### src/hdl/grcs_pkg.sv
// ---------------------------------------------------------------------------
// grcs_pkg: shared types and constants of the grid raycast column shader
// sine table, fixed march step and shade codes
// ---------------------------------------------------------------------------
package grcs_pkg;

  localparam int unsigned STEP_Q11 = 205;

  typedef logic [2:0] shade_t;
  localparam shade_t SHADE_SPACE  = 3'd0;
  localparam shade_t SHADE_FULL   = 3'd1;
  localparam shade_t SHADE_DARK   = 3'd2;
  localparam shade_t SHADE_MEDIUM = 3'd3;
  localparam shade_t SHADE_LIGHT  = 3'd4;
  localparam shade_t SHADE_HASH   = 3'd5;
  localparam shade_t SHADE_X      = 3'd6;
  localparam shade_t SHADE_DOT    = 3'd7;

  typedef logic [2:0] cfg_idx_t;
  localparam cfg_idx_t CFG_PLAYER_X   = 3'd0;
  localparam cfg_idx_t CFG_PLAYER_Y   = 3'd1;
  localparam cfg_idx_t CFG_ANGLE      = 3'd2;
  localparam cfg_idx_t CFG_MAX_DEPTH  = 3'd3;
  localparam cfg_idx_t CFG_MAP_A      = 3'd4;
  localparam cfg_idx_t CFG_MAP_B      = 3'd5;
  localparam cfg_idx_t CFG_MAP_C      = 3'd6;
  localparam cfg_idx_t CFG_MAP_D      = 3'd7;

  // quarter-wave sine, q1.14
  function automatic logic [14:0] sine_tab(input logic [4:0] i);
    case (i)
      5'd0: sine_tab = 15'd0;
      5'd1: sine_tab = 15'd1606;
      5'd2: sine_tab = 15'd3196;
      5'd3: sine_tab = 15'd4756;
      5'd4: sine_tab = 15'd6270;
      5'd5: sine_tab = 15'd7723;
      5'd6: sine_tab = 15'd9102;
      5'd7: sine_tab = 15'd10394;
      5'd8: sine_tab = 15'd11585;
      5'd9: sine_tab = 15'd12665;
      5'd10: sine_tab = 15'd13623;
      5'd11: sine_tab = 15'd14449;
      5'd12: sine_tab = 15'd15137;
      5'd13: sine_tab = 15'd15678;
      5'd14: sine_tab = 15'd16069;
      5'd15: sine_tab = 15'd16305;
      default: sine_tab = 15'd16384;
    endcase
  endfunction

endpackage

### src/hdl/grcs_col_if.sv
// ---------------------------------------------------------------------------
// grcs_col_if: column request channel
// valid/ready handshake carrying one screen column
// ---------------------------------------------------------------------------
interface grcs_col_if;
  logic       valid;
  logic       ready;
  logic [6:0] column;
  modport source (output valid, output column, input ready);
  modport sink   (input valid, input column, output ready);
endinterface

### src/hdl/grcs_row_if.sv
// ---------------------------------------------------------------------------
// grcs_row_if: row result channel
// valid/ready handshake carrying one shaded row
// ---------------------------------------------------------------------------
interface grcs_row_if;
  logic        valid;
  logic        ready;
  logic [5:0]  row;
  logic [2:0]  shade_code;
  logic [14:0] wall_distance;
  logic        last_row;
  modport source (output valid, output row, output shade_code, output wall_distance,
                  output last_row, input ready);
  modport sink   (input valid, input row, input shade_code, input wall_distance,
                  input last_row, output ready);
endinterface

### src/hdl/grcs_div.sv
// ---------------------------------------------------------------------------
// grcs_div: radix-2 restoring divider
// unsigned quotient, one bit per cycle
// ---------------------------------------------------------------------------
module grcs_div #(
  parameter int W = 32
) (
  input  logic         clk,
  input  logic         rst_n,
  input  logic         start,
  input  logic [W-1:0] dividend,
  input  logic [W-1:0] divisor,
  output logic         done,
  output logic [W-1:0] quotient
);
  localparam int CW = $clog2(W + 1);

  logic [W-1:0]  q_r, d_r;
  logic [W:0]    rem_r;
  logic [CW-1:0] cnt_r;
  logic          busy_r;
  logic [W:0]    trial;

  assign trial    = {rem_r[W-1:0], q_r[W-1]} - {1'b0, d_r};
  assign quotient = q_r;

  always_ff @(posedge clk) begin
    if (!rst_n) begin
      busy_r <= 1'b0;
      done   <= 1'b0;
      cnt_r  <= '0;
    end else begin
      done <= 1'b0;
      if (start) begin
        busy_r <= 1'b1;
        q_r    <= dividend;
        d_r    <= divisor;
        rem_r  <= '0;
        cnt_r  <= CW'(W);
      end else if (busy_r) begin
        if (!trial[W]) begin
          rem_r <= trial;
          q_r   <= {q_r[W-2:0], 1'b1};
        end else begin
          rem_r <= {rem_r[W-1:0], q_r[W-1]};
          q_r   <= {q_r[W-2:0], 1'b0};
        end
        cnt_r <= cnt_r - 1'b1;
        if (cnt_r == CW'(1)) begin
          busy_r <= 1'b0;
          done   <= 1'b1;
        end
      end
    end
  end
endmodule

### src/hdl/grid_raycast_column_shader_top.sv
// ---------------------------------------------------------------------------
// grid_raycast_column_shader_top: casts one ray per screen column
// marches a 16x16 wall map and emits one shade code per screen row
// ---------------------------------------------------------------------------
// Each request names a screen column. The block derives the ray angle (the
// column*fov/columns quotient comes from a constant split plus a reciprocal
// multiply), then looks up sine and cosine by interpolating a quarter-wave
// table through one shared multiplier. It then marches in steps of 205/2048
// cell, using the same multiplier twice per step (x and y offsets) plus one
// map probe, up to 160 steps at the largest depth. A shade state picks the
// wall shade and one pass of the divider gives the ceiling row, then
// SCREEN_ROWS results leave one per cycle while the sink takes them. The
// block takes no new request until the last row of the column has been taken.
module grid_raycast_column_shader_top #(
  parameter int SCREEN_COLUMNS = 120,
  parameter int SCREEN_ROWS    = 40,
  parameter int MAP_SIZE       = 16,
  parameter int FOV_ANGLE      = 8192
) (
  input  logic        clk,
  input  logic        rst_n,
  grcs_col_if.sink    in_col,
  grcs_row_if.source  out_row,
  input  logic        cfg_we,
  input  grcs_pkg::cfg_idx_t cfg_index,
  input  logic [63:0] cfg_data
);
  import grcs_pkg::*;

  localparam int DW = 32;

  // column*fov/columns = column*FOV_Q + column*FOV_R/columns, the last by reciprocal
  localparam logic [15:0] FOV_Q = 16'(FOV_ANGLE / SCREEN_COLUMNS);
  localparam logic [9:0]  FOV_R = 10'(FOV_ANGLE % SCREEN_COLUMNS);
  localparam int RK = 28;
  localparam logic [28:0] RECIP =
    29'(((64'd1 << RK) + 64'(SCREEN_COLUMNS) - 64'd1) / 64'(SCREEN_COLUMNS));

  typedef enum logic [3:0] {
    S_IDLE, S_ADIV, S_AWAIT, S_TRIG, S_STEP, S_MX, S_MY,
    S_CDIV, S_CWAIT, S_EMIT
  } state_t;

  // configuration registers
  logic [14:0] px_r, py_r, dmax_cfg_r;
  logic [15:0] pang_r;
  logic [63:0] map_r [4];

  always_ff @(posedge clk) begin
    if (!rst_n) begin
      px_r <= 15'd16384; py_r <= 15'd16384; pang_r <= '0; dmax_cfg_r <= 15'd32767;
      map_r[0] <= '0; map_r[1] <= '0; map_r[2] <= '0; map_r[3] <= '0;
    end else if (cfg_we) begin
      case (cfg_index)
        CFG_PLAYER_X:  px_r <= cfg_data[14:0];
        CFG_PLAYER_Y:  py_r <= cfg_data[14:0];
        CFG_ANGLE:     pang_r <= cfg_data[15:0];
        CFG_MAX_DEPTH: dmax_cfg_r <= cfg_data[14:0];
        CFG_MAP_A:     map_r[0] <= cfg_data;
        CFG_MAP_B:     map_r[1] <= cfg_data;
        CFG_MAP_C:     map_r[2] <= cfg_data;
        CFG_MAP_D:     map_r[3] <= cfg_data;
        default: ;
      endcase
    end
  end

  state_t      state_r;
  logic [6:0]  col_r;
  logic [16:0] anum_r;           // column * (fov mod columns)
  logic [15:0] ang_r;
  logic        tph_r;            // trig phase: sine, then cosine
  logic        exn_r, eyn_r;
  logic [14:0] ex_mag_r, ey_mag_r;
  logic [14:0] dmax_r, d_r;
  logic [15:0] offx_r;           // magnitude of x offset
  logic signed [11:0] ceil_r;    // reaches about -10*rows at the shortest distance
  logic [5:0]  row_r;
  logic [2:0]  wshade_r;
  logic        ovalid_r;

  // divider for the ceiling row
  logic          dv_start, dv_done;
  logic [DW-1:0] dv_a, dv_b, dv_q;
  grcs_div #(.W(DW)) u_div (
    .clk(clk), .rst_n(rst_n), .start(dv_start), .dividend(dv_a), .divisor(dv_b),
    .done(dv_done), .quotient(dv_q)
  );

  // ray angle offset
  logic [15:0] abase;
  logic [45:0] aprod;
  assign abase = 16'({9'd0, col_r} * FOV_Q);
  assign aprod = {29'd0, anum_r} * {17'd0, RECIP};

  // shared multiplier: 15 x 15 unsigned
  logic [14:0] mul_a, mul_b;
  logic [29:0] mul_p;
  assign mul_p = mul_a * mul_b;

  // trig interpolation front end
  logic [15:0] tang;
  logic [13:0] tw;
  logic [14:0] tw15;
  logic [4:0]  ti;
  logic [9:0]  tf;
  logic [14:0] ts0, ts1;
  assign tang = tph_r ? ang_r + 16'd16384 : ang_r;
  assign tw   = tang[13:0];
  assign tw15 = tang[14] ? 15'd16384 - {1'b0, tw} : {1'b0, tw};
  assign ti   = tw15[14:10];
  assign tf   = tw15[9:0];
  assign ts0  = sine_tab(ti);
  assign ts1  = sine_tab(ti + 5'd1);

  logic [14:0] tval;
  assign tval = (tw15 >= 15'd16384) ? 15'd16384 : ts0 + 15'(mul_p >> 10);

  // march offsets: floor for positive, ceil of magnitude for negative
  logic [15:0] offm;
  logic        curn;
  assign curn = (state_r == S_MX) ? exn_r : eyn_r;
  assign offm = curn ? 16'((mul_p + 30'd16383) >> 14) : 16'(mul_p >> 14);

  logic signed [17:0] cx, cy;
  assign cx = exn_r ? $signed({3'b0, px_r}) - $signed({2'b0, offx_r})
                    : $signed({3'b0, px_r}) + $signed({2'b0, offx_r});
  assign cy = eyn_r ? $signed({3'b0, py_r}) - $signed({2'b0, offm})
                    : $signed({3'b0, py_r}) + $signed({2'b0, offm});

  localparam int LIM = MAP_SIZE * 2048;
  logic outside, wallbit;
  logic [3:0] cellx, celly;
  assign outside = cx < 0 || cy < 0 || cx >= LIM || cy >= LIM;
  assign cellx = cx[14:11];
  assign celly = cy[14:11];
  assign wallbit = map_r[celly[3:2]][{celly[1:0], cellx}];

  always_comb begin
    mul_a = '0; mul_b = '0;
    case (state_r)
      S_TRIG:  begin mul_a = ts1 - ts0; mul_b = {5'd0, tf}; end
      S_MX:    begin mul_a = ex_mag_r; mul_b = d_r; end
      S_MY:    begin mul_a = ey_mag_r; mul_b = d_r; end
      default: ;
    endcase
  end

  logic [14:0] dnext;
  logic [15:0] dsum;
  assign dsum  = {1'b0, d_r} + 16'(STEP_Q11);
  assign dnext = (dsum > {1'b0, dmax_r}) ? dmax_r : dsum[14:0];

  // ceiling divide: R*d - 4096R over 2d, truncating toward zero
  logic signed [DW-1:0] cnum;
  logic [DW-1:0] cmag;
  assign cnum = DW'(SCREEN_ROWS) * $signed({17'd0, d_r}) - DW'(4096 * SCREEN_ROWS);
  assign cmag = cnum[DW-1] ? -cnum : cnum;

  always_comb begin
    dv_start = 1'b0; dv_a = '0; dv_b = '0;
    case (state_r)
      S_CDIV: begin
        dv_start = 1'b1;
        dv_a = cmag;
        dv_b = {16'd0, d_r, 1'b0};
      end
      default: ;
    endcase
  end

  // row shading
  logic [15:0] y8, y4;
  logic [2:0]  sh;
  logic signed [11:0] ys;
  assign ys = $signed({6'b0, row_r});
  assign y8 = 16'(row_r) * 16'd8;
  assign y4 = 16'(row_r) * 16'd4;
  always_comb begin
    if (ys > ceil_r && ys <= 12'(SCREEN_ROWS) - ceil_r) sh = wshade_r;
    else if (y8 > 16'(7 * SCREEN_ROWS)) sh = SHADE_HASH;
    else if (y4 > 16'(3 * SCREEN_ROWS)) sh = SHADE_X;
    else if (y8 > 16'(5 * SCREEN_ROWS)) sh = SHADE_DOT;
    else sh = SHADE_SPACE;
  end

  logic [16:0] d4, d3, d2;
  assign d4 = {d_r, 2'b0};
  assign d3 = 17'(d_r) + {1'b0, d_r, 1'b0};
  assign d2 = {1'b0, d_r, 1'b0};

  logic last;
  assign last = row_r == 6'(SCREEN_ROWS - 1);

  assign in_col.ready          = state_r == S_IDLE;
  assign out_row.valid         = ovalid_r;
  assign out_row.row           = row_r;
  assign out_row.shade_code    = sh;
  assign out_row.wall_distance = d_r;
  assign out_row.last_row      = last;

  always_ff @(posedge clk) begin
    if (!rst_n) begin
      state_r  <= S_IDLE;
      ovalid_r <= 1'b0;
      tph_r    <= 1'b0;
    end else begin
      case (state_r)
        S_IDLE: if (in_col.valid) begin
          col_r   <= in_col.column;
          dmax_r  <= (dmax_cfg_r < 15'(STEP_Q11)) ? 15'(STEP_Q11) : dmax_cfg_r;
          state_r <= S_ADIV;
        end
        S_ADIV: begin
          anum_r  <= 17'({10'd0, col_r} * {7'd0, FOV_R});
          state_r <= S_AWAIT;
        end
        S_AWAIT: begin
          ang_r   <= pang_r - 16'(FOV_ANGLE / 2) + abase + aprod[RK+15:RK];
          tph_r   <= 1'b0;
          state_r <= S_TRIG;
        end
        S_TRIG: begin
          if (!tph_r) begin
            ex_mag_r <= tval; exn_r <= tang[15] && tval != 0;
            tph_r    <= 1'b1;
          end else begin
            ey_mag_r <= tval; eyn_r <= tang[15] && tval != 0;
            d_r      <= '0;
            state_r  <= S_STEP;
          end
        end
        S_STEP: begin
          d_r     <= dnext;
          state_r <= S_MX;
        end
        S_MX: begin
          offx_r  <= offm;
          state_r <= S_MY;
        end
        S_MY: begin
          if (outside) begin
            d_r <= dmax_r; state_r <= S_CDIV;
          end else if (wallbit || d_r >= dmax_r) begin
            state_r <= S_CDIV;
          end else begin
            state_r <= S_STEP;
          end
        end
        S_CDIV: begin
          if (d4 <= 17'(dmax_r))      wshade_r <= SHADE_FULL;
          else if (d3 < 17'(dmax_r))  wshade_r <= SHADE_DARK;
          else if (d2 < 17'(dmax_r))  wshade_r <= SHADE_MEDIUM;
          else if (d_r < dmax_r)      wshade_r <= SHADE_LIGHT;
          else                        wshade_r <= SHADE_SPACE;
          state_r <= S_CWAIT;
        end
        S_CWAIT: if (dv_done) begin
          ceil_r   <= cnum[DW-1] ? -$signed(12'(dv_q)) : $signed(12'(dv_q));
          row_r    <= '0;
          ovalid_r <= 1'b1;
          state_r  <= S_EMIT;
        end
        S_EMIT: if (out_row.ready) begin
          if (last) begin
            ovalid_r <= 1'b0;
            state_r  <= S_IDLE;
          end else begin
            row_r <= row_r + 6'd1;
          end
        end
        default: state_r <= S_IDLE;
      endcase
    end
  end
endmodule

### src/flat_wrapper.sv
// flat-port wrapper written by rule: the top's interface ports become plain ports
module grid_raycast_column_shader_top_flat import grcs_pkg::*;
#(
  parameter int SCREEN_COLUMNS = 120,
  parameter int SCREEN_ROWS    = 40,
  parameter int MAP_SIZE       = 16,
  parameter int FOV_ANGLE      = 8192
)
  (clk, rst_n, cfg_we, cfg_index, cfg_data, in_col_valid, in_col_column, in_col_ready, out_row_valid, out_row_row, out_row_shade_code, out_row_wall_distance, out_row_last_row, out_row_ready);
  grcs_col_if in_col_i ();
  grcs_row_if out_row_i ();
  input  logic clk;
  input  logic rst_n;
  input  logic cfg_we;
  input  grcs_pkg::cfg_idx_t cfg_index;
  input  logic [63:0] cfg_data;
  input wire logic [$bits(in_col_i.valid)-1:0] in_col_valid;
  input wire logic [$bits(in_col_i.column)-1:0] in_col_column;
  output wire logic [$bits(in_col_i.ready)-1:0] in_col_ready;
  output wire logic [$bits(out_row_i.valid)-1:0] out_row_valid;
  output wire logic [$bits(out_row_i.row)-1:0] out_row_row;
  output wire logic [$bits(out_row_i.shade_code)-1:0] out_row_shade_code;
  output wire logic [$bits(out_row_i.wall_distance)-1:0] out_row_wall_distance;
  output wire logic [$bits(out_row_i.last_row)-1:0] out_row_last_row;
  input wire logic [$bits(out_row_i.ready)-1:0] out_row_ready;
  assign in_col_i.valid = in_col_valid;
  assign in_col_i.column = in_col_column;
  assign in_col_ready = in_col_i.ready;
  assign out_row_valid = out_row_i.valid;
  assign out_row_row = out_row_i.row;
  assign out_row_shade_code = out_row_i.shade_code;
  assign out_row_wall_distance = out_row_i.wall_distance;
  assign out_row_last_row = out_row_i.last_row;
  assign out_row_i.ready = out_row_ready;
  grid_raycast_column_shader_top #(.SCREEN_COLUMNS(SCREEN_COLUMNS), .SCREEN_ROWS(SCREEN_ROWS), .MAP_SIZE(MAP_SIZE), .FOV_ANGLE(FOV_ANGLE)) u_core (.clk(clk), .rst_n(rst_n), .in_col(in_col_i), .out_row(out_row_i), .cfg_we(cfg_we), .cfg_index(cfg_index), .cfg_data(cfg_data));
endmodule
### config.mk
export PLATFORM = sky130hd
export DESIGN_NAME = grid_raycast_column_shader_top_flat
export DESIGN_NICKNAME = d
export VERILOG_FILES = /design/src/hdl/grcs_pkg.sv /design/src/hdl/grcs_col_if.sv /design/src/hdl/grcs_row_if.sv /design/src/hdl/grcs_div.sv /design/src/hdl/grid_raycast_column_shader_top.sv /design/src/flat_wrapper.sv
export SDC_FILE = /design/constraint.sdc
export NUM_CORES = 2
export LEC_CHECK = 0
export BUFFER_PORTS_ARGS = -buffer_cell sky130_fd_sc_hd__buf_2
export CAP_MARGIN = 10
export CORE_MARGIN = 5
export CORE_UTILIZATION = 39
export CTS_CLUSTER_DIAMETER = 80
export DETAILED_ROUTE_END_ITERATION = 12
export SLEW_MARGIN = 20
export SYNTH_ARGS = -nofsm -noshare
export SYNTH_HDL_FRONTEND = slang
export SYNTH_SLANG_ARGS = --single-unit
### constraint.sdc
create_clock -name clk -period 13.9 [get_ports clk]
set_clock_uncertainty 0.2 [all_clocks]
set_input_delay 1.39 -clock clk [delete_from_list [all_inputs] [get_ports clk]]
set_output_delay 1.39 -clock clk [all_outputs]
set_load 0.02 [all_outputs]
After elaboration in Yosys (flattened, before gate mapping)
Memories as Yosys holds them, arrays and structs flattened. Cells that the tools add are included.

Bits in registers: 300. Latch bits: 0. Memory bits (writable): 256. ROM bits: 448. Input port bits: 79. Word-level logic and storage cells: 220. Memories: 3.

Add/sub/neg operators: 22. $mul: 4. Div/mod/pow operators: 0. $lt $le $gt $ge: 18. Equality and inequality tests: 25. Shift-type cells: 0. Muxes and demuxes: 77. Bitwise gates (word level): 7. Reductions and logical operators: 35.

Memory list: u_core.map_r (depth 4, width 64, rd ports 1, clocked after memory_dff 0, wr ports 4, line grid_raycast_column_shader_top.sv:47) `logic [63:0] map_r [4];`; (name not given) (depth 16, width 14, rd ports 1, clocked after memory_dff 0, wr ports 0, line grcs_pkg.sv:31) `case (i)`; (name not given) (depth 16, width 14, rd ports 1, clocked after memory_dff 0, wr ports 0, line grcs_pkg.sv:31).

Operators by type and width (number): $mux W64 (4); $mux W32 (6); $mux W15 (7); $pmux W15 S3 (2); $add A15 B16 Y17 (3); $pmux W4 S10 (1); $ge A18 B17 Y1 const B (2); $lt A18 B1 Y1 const B (2); $mux W18 (2); $sub A15 B16 Y17 (2); $sub A33 B32 Y33 (1); $mux W16 (2); $neg A32 Y32 (1); $sub A32 B19 Y32 const B (1); $add A30 B14 Y30 const B (1); $mul A15 B15 Y30 (1); $mux W6 (5); $pmux W15 S2 (1); $mul A7 B22 Y29 const B (1); $mux W1 (28); $mux W4 (6); $reduce_and A2 Y1 (10); $mul A3 B15 Y18 const A (1); $le A17 B15 Y1 (1); other kinds (58) (97).

Logic depth before layout (Yosys ltp)
An unclocked memory read counts as a cell.

Depth after elaboration: 21. Depth in mapped cells: 78.

By module
A second synthesis with hierarchy kept.

Cells, all modules: 4331. Area total of the unflattened synthesis: 43300.3 µm².

Modules (own cells, without submodules): grid_raycast_column_shader_top (instances 1, cells each 3762, area each 37279.5 µm², seq. area each 12902.4 µm²); grcs_div (instances 1, cells each 569, area each 6020.8 µm², seq. area each 3042.9 µm²).

Least setup slack after synthesis
Ideal clock, no wire load.

Kind: register -> register. From: reg u_core.tph_r. To: reg u_core.state_r[1]. Setup time: 134 ps. Arrival time: 14956 ps. Required time: 13566 ps. Setup slack: -1390 ps. Cell stages (with the launch flop): 67. Path buffers: 10. Clock period less this slack: 15290 ps. Cells stage by stage: dfxtp_1 clkbuf_1 xnor2_1 clkbuf_1 nor2_1 nor2_1 nand2_1 xor2_1 clkbuf_1 ha_1 clkbuf_1 clkbuf_1 o2111ai_1 nand3_1 ha_1 inv_1 fa_1 a21o_1 (+31 left out) inv_1 nand3_1 xor2_1 ha_1 clkbuf_1 a211oi_1 o221ai_1 a21oi_1 xnor2_1 buf_4 buf_4 buf_2 mux4_2 a311oi_1 nand4_1 o211ai_1 nor4b_2 o32ai_1.

Cells in the longest elaborated chain, start to end: 20. Elaborated cells between the ends (all ways): 31. Classes of those cells: add/sub (6); mul (1); order compare (2); eq/ne (1); mux (13); reduce/logical (5); memory (3).

RTL lines: start: declaration (line grid_raycast_column_shader_top.sv:72) `logic tph_r;`; start signal: assignment (line grid_raycast_column_shader_top.sv:206) `tph_r <= 1'b0;`; start signal: assignment (line grid_raycast_column_shader_top.sv:220) `tph_r <= 1'b0;`; start signal: assignment (line grid_raycast_column_shader_top.sv:226) `tph_r <= 1'b1;`; $mux W16 (*) (line grid_raycast_column_shader_top.sv:108) `assign tang = tph_r ? ang_r + 16'd16384 : ang_r;`; $sub A15 B14 Y15 (line grid_raycast_column_shader_top.sv:110) `assign tw15 = tang[14] ? 15'd16384 - {1'b0, tw} : {1'b0, tw};`; $mux W15 (*) (line grid_raycast_column_shader_top.sv:110); $add A5 B1 Y5 (line grid_raycast_column_shader_top.sv:114) `assign ts1 = sine_tab(ti + 5'd1);`; $mem_v2 Z16 W14; $mux W15 (line grcs_pkg.sv:31); $sub A15 B15 Y15 (line grid_raycast_column_shader_top.sv:142) `S_TRIG: begin mul_a = ts1 - ts0; mul_b = {5'd0, tf}; end`; $pmux W15 S3 (line grid_raycast_column_shader_top.sv:141) `case (state_r)`; (+3 left out); named net u_core.offm[13] (line grid_raycast_column_shader_top.sv:120) `logic [15:0] offm;`; (+1 left out); $mux W18 (*) (line grid_raycast_column_shader_top.sv:128) `assign cy = eyn_r ? $signed({3'b0, py_r}) - $signed({2'b0, offm})`; $mem_v2 Z4 W64; $bmux W1 S6 (line grid_raycast_column_shader_top.sv:137) `assign wallbit = map_r[celly[3:2]][{celly[1:0], cellx}];`; $mux W1 (implied by the code) (line grid_raycast_column_shader_top.sv:137); $logic_or A1 B1 Y1 (line grid_raycast_column_shader_top.sv:244) `end else if (wallbit || d_r >= dmax_r) begin`; $mux W2 (line grid_raycast_column_shader_top.sv:244); $mux W4 (*) (line grid_raycast_column_shader_top.sv:242) `if (outside) begin`; $pmux W4 S10 (*) (line grid_raycast_column_shader_top.sv:208) `case (state_r)`; end signal: assignment (line grid_raycast_column_shader_top.sv:243) `d_r <= dmax_r; state_r <= S_CDIV;`; end signal: assignment (line grid_raycast_column_shader_top.sv:245) `state_r <= S_CDIV;`; end signal: assignment (line grid_raycast_column_shader_top.sv:247) `state_r <= S_STEP;`; end: declaration (line grid_raycast_column_shader_top.sv:68) `state_t state_r;`.

Mark *: on every way through the listed nets, which the timed path passes. The rest lies on a longest branch. The select of a mux whose other input is x is not followed. A chain may end at the register's enable or synchronous reset.

Worst setup path in the final report
From: reg u_core.ang_r[3]. To: reg u_core.state_r[0].

Cells in the longest elaborated chain, start to end: 21. Elaborated cells between the ends (all ways): 30. Classes of those cells: add/sub (7); mul (1); order compare (2); mux (13); reduce/logical (4); memory (3).

RTL lines: start: declaration (line grid_raycast_column_shader_top.sv:71) `logic [15:0] ang_r;`; start signal: assignment (line grid_raycast_column_shader_top.sv:219) `ang_r <= pang_r - 16'(FOV_ANGLE / 2) + abase + aprod[RK+15:RK];`; $add A16 B15 Y16 (line grid_raycast_column_shader_top.sv:108); $mux W16 (*) (line grid_raycast_column_shader_top.sv:108); $sub A15 B14 Y15 (line grid_raycast_column_shader_top.sv:110); $mux W15 (*) (line grid_raycast_column_shader_top.sv:110); $add A5 B1 Y5 (line grid_raycast_column_shader_top.sv:114); $mem_v2 Z16 W14; $mux W15 (line grcs_pkg.sv:31); $sub A15 B15 Y15 (line grid_raycast_column_shader_top.sv:142); (+4 left out); named net u_core.offm[12] (line grid_raycast_column_shader_top.sv:120); (+1 left out); $mux W18 (*) (line grid_raycast_column_shader_top.sv:128); $mem_v2 Z4 W64; $bmux W1 S6 (line grid_raycast_column_shader_top.sv:137); $mux W1 (implied by the code) (line grid_raycast_column_shader_top.sv:137); $logic_or A1 B1 Y1 (line grid_raycast_column_shader_top.sv:244); $mux W2 (line grid_raycast_column_shader_top.sv:244); $mux W4 (*) (line grid_raycast_column_shader_top.sv:242); $pmux W4 S10 (*) (line grid_raycast_column_shader_top.sv:208).

Marked as above.

==> impl_metrics.ini <==
[floorplanning]
die_y_um = 337
core_mm2 = 0.107
dieArea_mm2 = 0.114
start_util_pct = 39.1
core.rowCount = 120
io_pins = 106
die_w_um = 337

[synthesis]
ys_seq_elements = 539
synthCells = 4185
avgSynthCellArea_um2 = 9.97
seq_area_frac_synth_pct = 37.0
ys_warn_count = 0
synthTopCellsByArea = edfxtp_1 33%, ha_1 12%, fa_1 8.9%
synth-main-ff-cell = edfxtp_1
synth-async-reset-ratio_pct = 0
synth_top_area_share_pct = 33.4
synth_edf_count = 464
synth_top_area_cell = edfxtp_1
syn_area_mm2 = 0.0417
synth_cell_type_count = 93
syn_nets = 4860

[grt]
grtUsageMet2_pct = 33.9
grt_max_degree = 65
grt_pass1_vias = 32000
grt_pass1_wl_um = 183000
gr-max-usage-layer = met2
track_usage_pct = 20.4
met3_usage_pct = 2.46
use_met1_pct = 28.7
grt_overflow = 0
antenna_found_initial = 11

[clock_tree]
cts_hold_buf = 0
cts.sinks = 539
clockBufferDepth = 3
clk_latency_ns = 0.69
clock-root-buffer = clkbuf_16
cts_buffers = 60
cts_tree = built
htreeDepth = 2
clkSlewWorstSetupHoldPaths_ns = 0.07

[layout]
final_cells = 6118
finalNetCount = 5331
area_growth_pct = 20.9
drive_gt1_share_pct = 19.8

[routing]
wl_um = 117000
drt_iter0_markers = 2288
detail-route-antenna-nets = 0
drtPass1Iterations = 6
drc = 0
wl_per_cell_um = 19.2
viasPerCell = 5.25
vias = 32100

[worst_setup_path]
reg2reg_slack_ns = -0.73
slowest_delay_ns = 0.54
startpoint = u_core.ang_r[3]
worstSetupEndpointType = register
reg2regPathDepth = 72
crit_arrival_ns = 14.88
critPathKind = reg -> reg
critical_path.slowest_cell = fa_1
r2r_start = u_core.ang_r[3]
cp.required_ns = 14.14
worstSetupStartpointType = register
cp-endpoint = u_core.state_r[0]
crit_fanout = 7
r2r_end = u_core.state_r[0]

[timing]
worst_slew_pin_slew_ns = 1.09
finalSetupTns_ns = -1.45
final-hold-violation-count = 0
fin_crit_sh_pct = 105
max_slew_margin_pct = 27.6
rsz0062_at_grt = true
whs_ns = 0.257
drv_slew = 0
min_period_ns = 14.63
setup_viol = 2
setup_slack_ns = -0.734
fmax_ghz = 0.0683

[power]
power.leakage_nw = 21.8
max-vdd-ir-drop_mv = 0.103
power.density_mw_per_mm2 = 107
power_mw = 5.38

[place]
hpwlAfterDp_um = 86900
gp_congestion = 0.917
placed_cells = 5926
port_buffers = 105

[worst_hold_path]
hold_class = reg -> reg
hold_depth = 2

[job]
drv_cap = 0

[status]
violations = negative setup slack
outcome = complete, but fails checks
==> logic make-up after synthesis <==
kind of cell | Yosys count | share of synthesized area [%]
buffers and inverters | 578 | 5.29
and+or+nand+nor | 1417 | 16.6
muxes | 92 | 4.03
AOI/OAI and AO/OA | 757 | 11.6
xor gates and xnor gates | 206 | 4.32
DFF | 539 | 37.0
adders and majority gates | 596 | 21.2
==> cell type report <==
cell class                      count  area, um2
Tap cell                         1403       1760
Antenna cell                        7       17.5
Sequential cell                   539      15400
Inverter                          417       1570
Multi-Input combinational cell   3068      25200
Clock buffer                       71       1560
Fill cell                        9905      56300
Timing Repair Buffer              570       4320
Clock inverter                     43        638
==> synthesized netlist by cell type (all sizes together) (59+ instances only) <==
master and n:
fa 186, a21o 61, nor3 59, dfxtp 75, xor2 63, clkbuf 138
inv 416, edfxtp 464, nor2 319, nand2 436, ha 410, xnor2 143
a21oi 234, and2 290, mux4 60, nand3 67, o21ai 166
==> cells in the final DEF (no fill, tap or decap), types with 21 or more instances in the layout <==
master / Yosys / layout
edfxtp_1: 464 / 464
buf_4: 4 / 435
nand2_1: 436 / 426
inv_1: 414 / 402
ha_1: 410 / 393
nor2_1: 318 / 307
and2_1: 290 / 288
a21oi_1: 234 / 219
fa_1: 186 / 184
xnor2_1: 143 / 125
o21ai_0: 134 / 114
buf_2: 8 / 105
dfxtp_1: 75 / 75
nand3_1: 67 / 63
clkbuf_16: 0 / 62
a21o_1: 61 / 61
mux4_2: 60 / 60
xor2_1: 63 / 51
nor3_1: 58 / 50
nor2b_1: 50 / 48
nand2b_1: 46 / 44
o21ai_1: 31 / 39
o21a_1: 39 / 39
or3_1: 32 / 29
o21bai_1: 28 / 28
a22oi_1: 30 / 28
a31oi_1: 23 / 22
mux2i_1: 22 / 21
==> how the worst min path moves through the flow <==
stage / endpoint / slack [ns] / start
3_3_place_gp: u_core.pang_r[4] / 0.25 / u_core.pang_r[4]
5_1_grt: u_core.pang_r[9] / 0.28 / u_core.pang_r[9]
4_1_cts: u_core.pang_r[13] / 0.26 / u_core.pang_r[13]
6_report: u_core.pang_r[13] / 0.26 / u_core.pang_r[13]
3_5_place_dp: u_core.pang_r[13] / 0.25 / u_core.pang_r[13]
2_1_floorplan: u_core.pang_r[12] / 0.24 / u_core.pang_r[12]
==> layer usage <==
metal | wire (um) | share of wire, %
met1 | 53900 | 46
met2 | 54500 | 47
met3 | 6150 | 5.2
met4 | 2580 | 2.2
met5 | 39 | 0.033
==> stage by stage <==
| step | cell area (um2) | utilization [%] | worst slack [ns] |
|---|---|---|---|
| 6_report | 50500 | 47.3 | -0.734 |
| 5_1_grt | 50500 | 47.3 | -1.41 |
| 4_1_cts | 49900 | 46.8 | -0.593 |
| 3_3_place_gp | 46900 | 43.9 | -1.01 |
| 2_1_floorplan | 42200 | - | 0.00497 |
| 3_5_place_dp | 46900 | 43.9 | -1.11 |
==> power by group <==
part / total [mW] / leakage (nW) / switching (mW) / internal (mW)
Clock: 1.74 / 1.05 / 0.692 / 1.05
Sequential: 1.88 / 4.95 / 0.0361 / 1.84
Combinational: 1.75 / 15.8 / 0.911 / 0.842
Total: 5.38 / 21.8 / 1.64 / 3.74
==> flip-flops by register name, summed over array words and instances (netlist names), 16 cells and up <==
name / flops
u_core.map_r: 256
u_core.pang_r: 16
u_core.u_div.quotient: 32
u_core.ang_r: 16
u_core.u_div.rem_r: 32
u_core.offx_r: 16
==> critical path, delay by kind of cell (launching register included) <==
family / cells / cell delay [ns]
AOI/OAI and AO/OA: 26 / 4.25
xor gates and xnor gates: 5 / 0.95
adders and majority gates: 11 / 4.06
buffers and inverters: 13 / 1.41
DFF: 1 / 0.41
muxes: 1 / 0.51
and+or+nand+nor: 16 / 2.59
==> timing repair <==
action | in CTS | in global routing
endpoints found under the hold margin | 0 | 0
setup endpoints to repair | 17 | 17
gates cloned | 3 | 2
buffers inserted | 53 | 16
pin swaps | 64 | 74
resized for setup | 69 | 80
(Power assumes the default switching activity.)
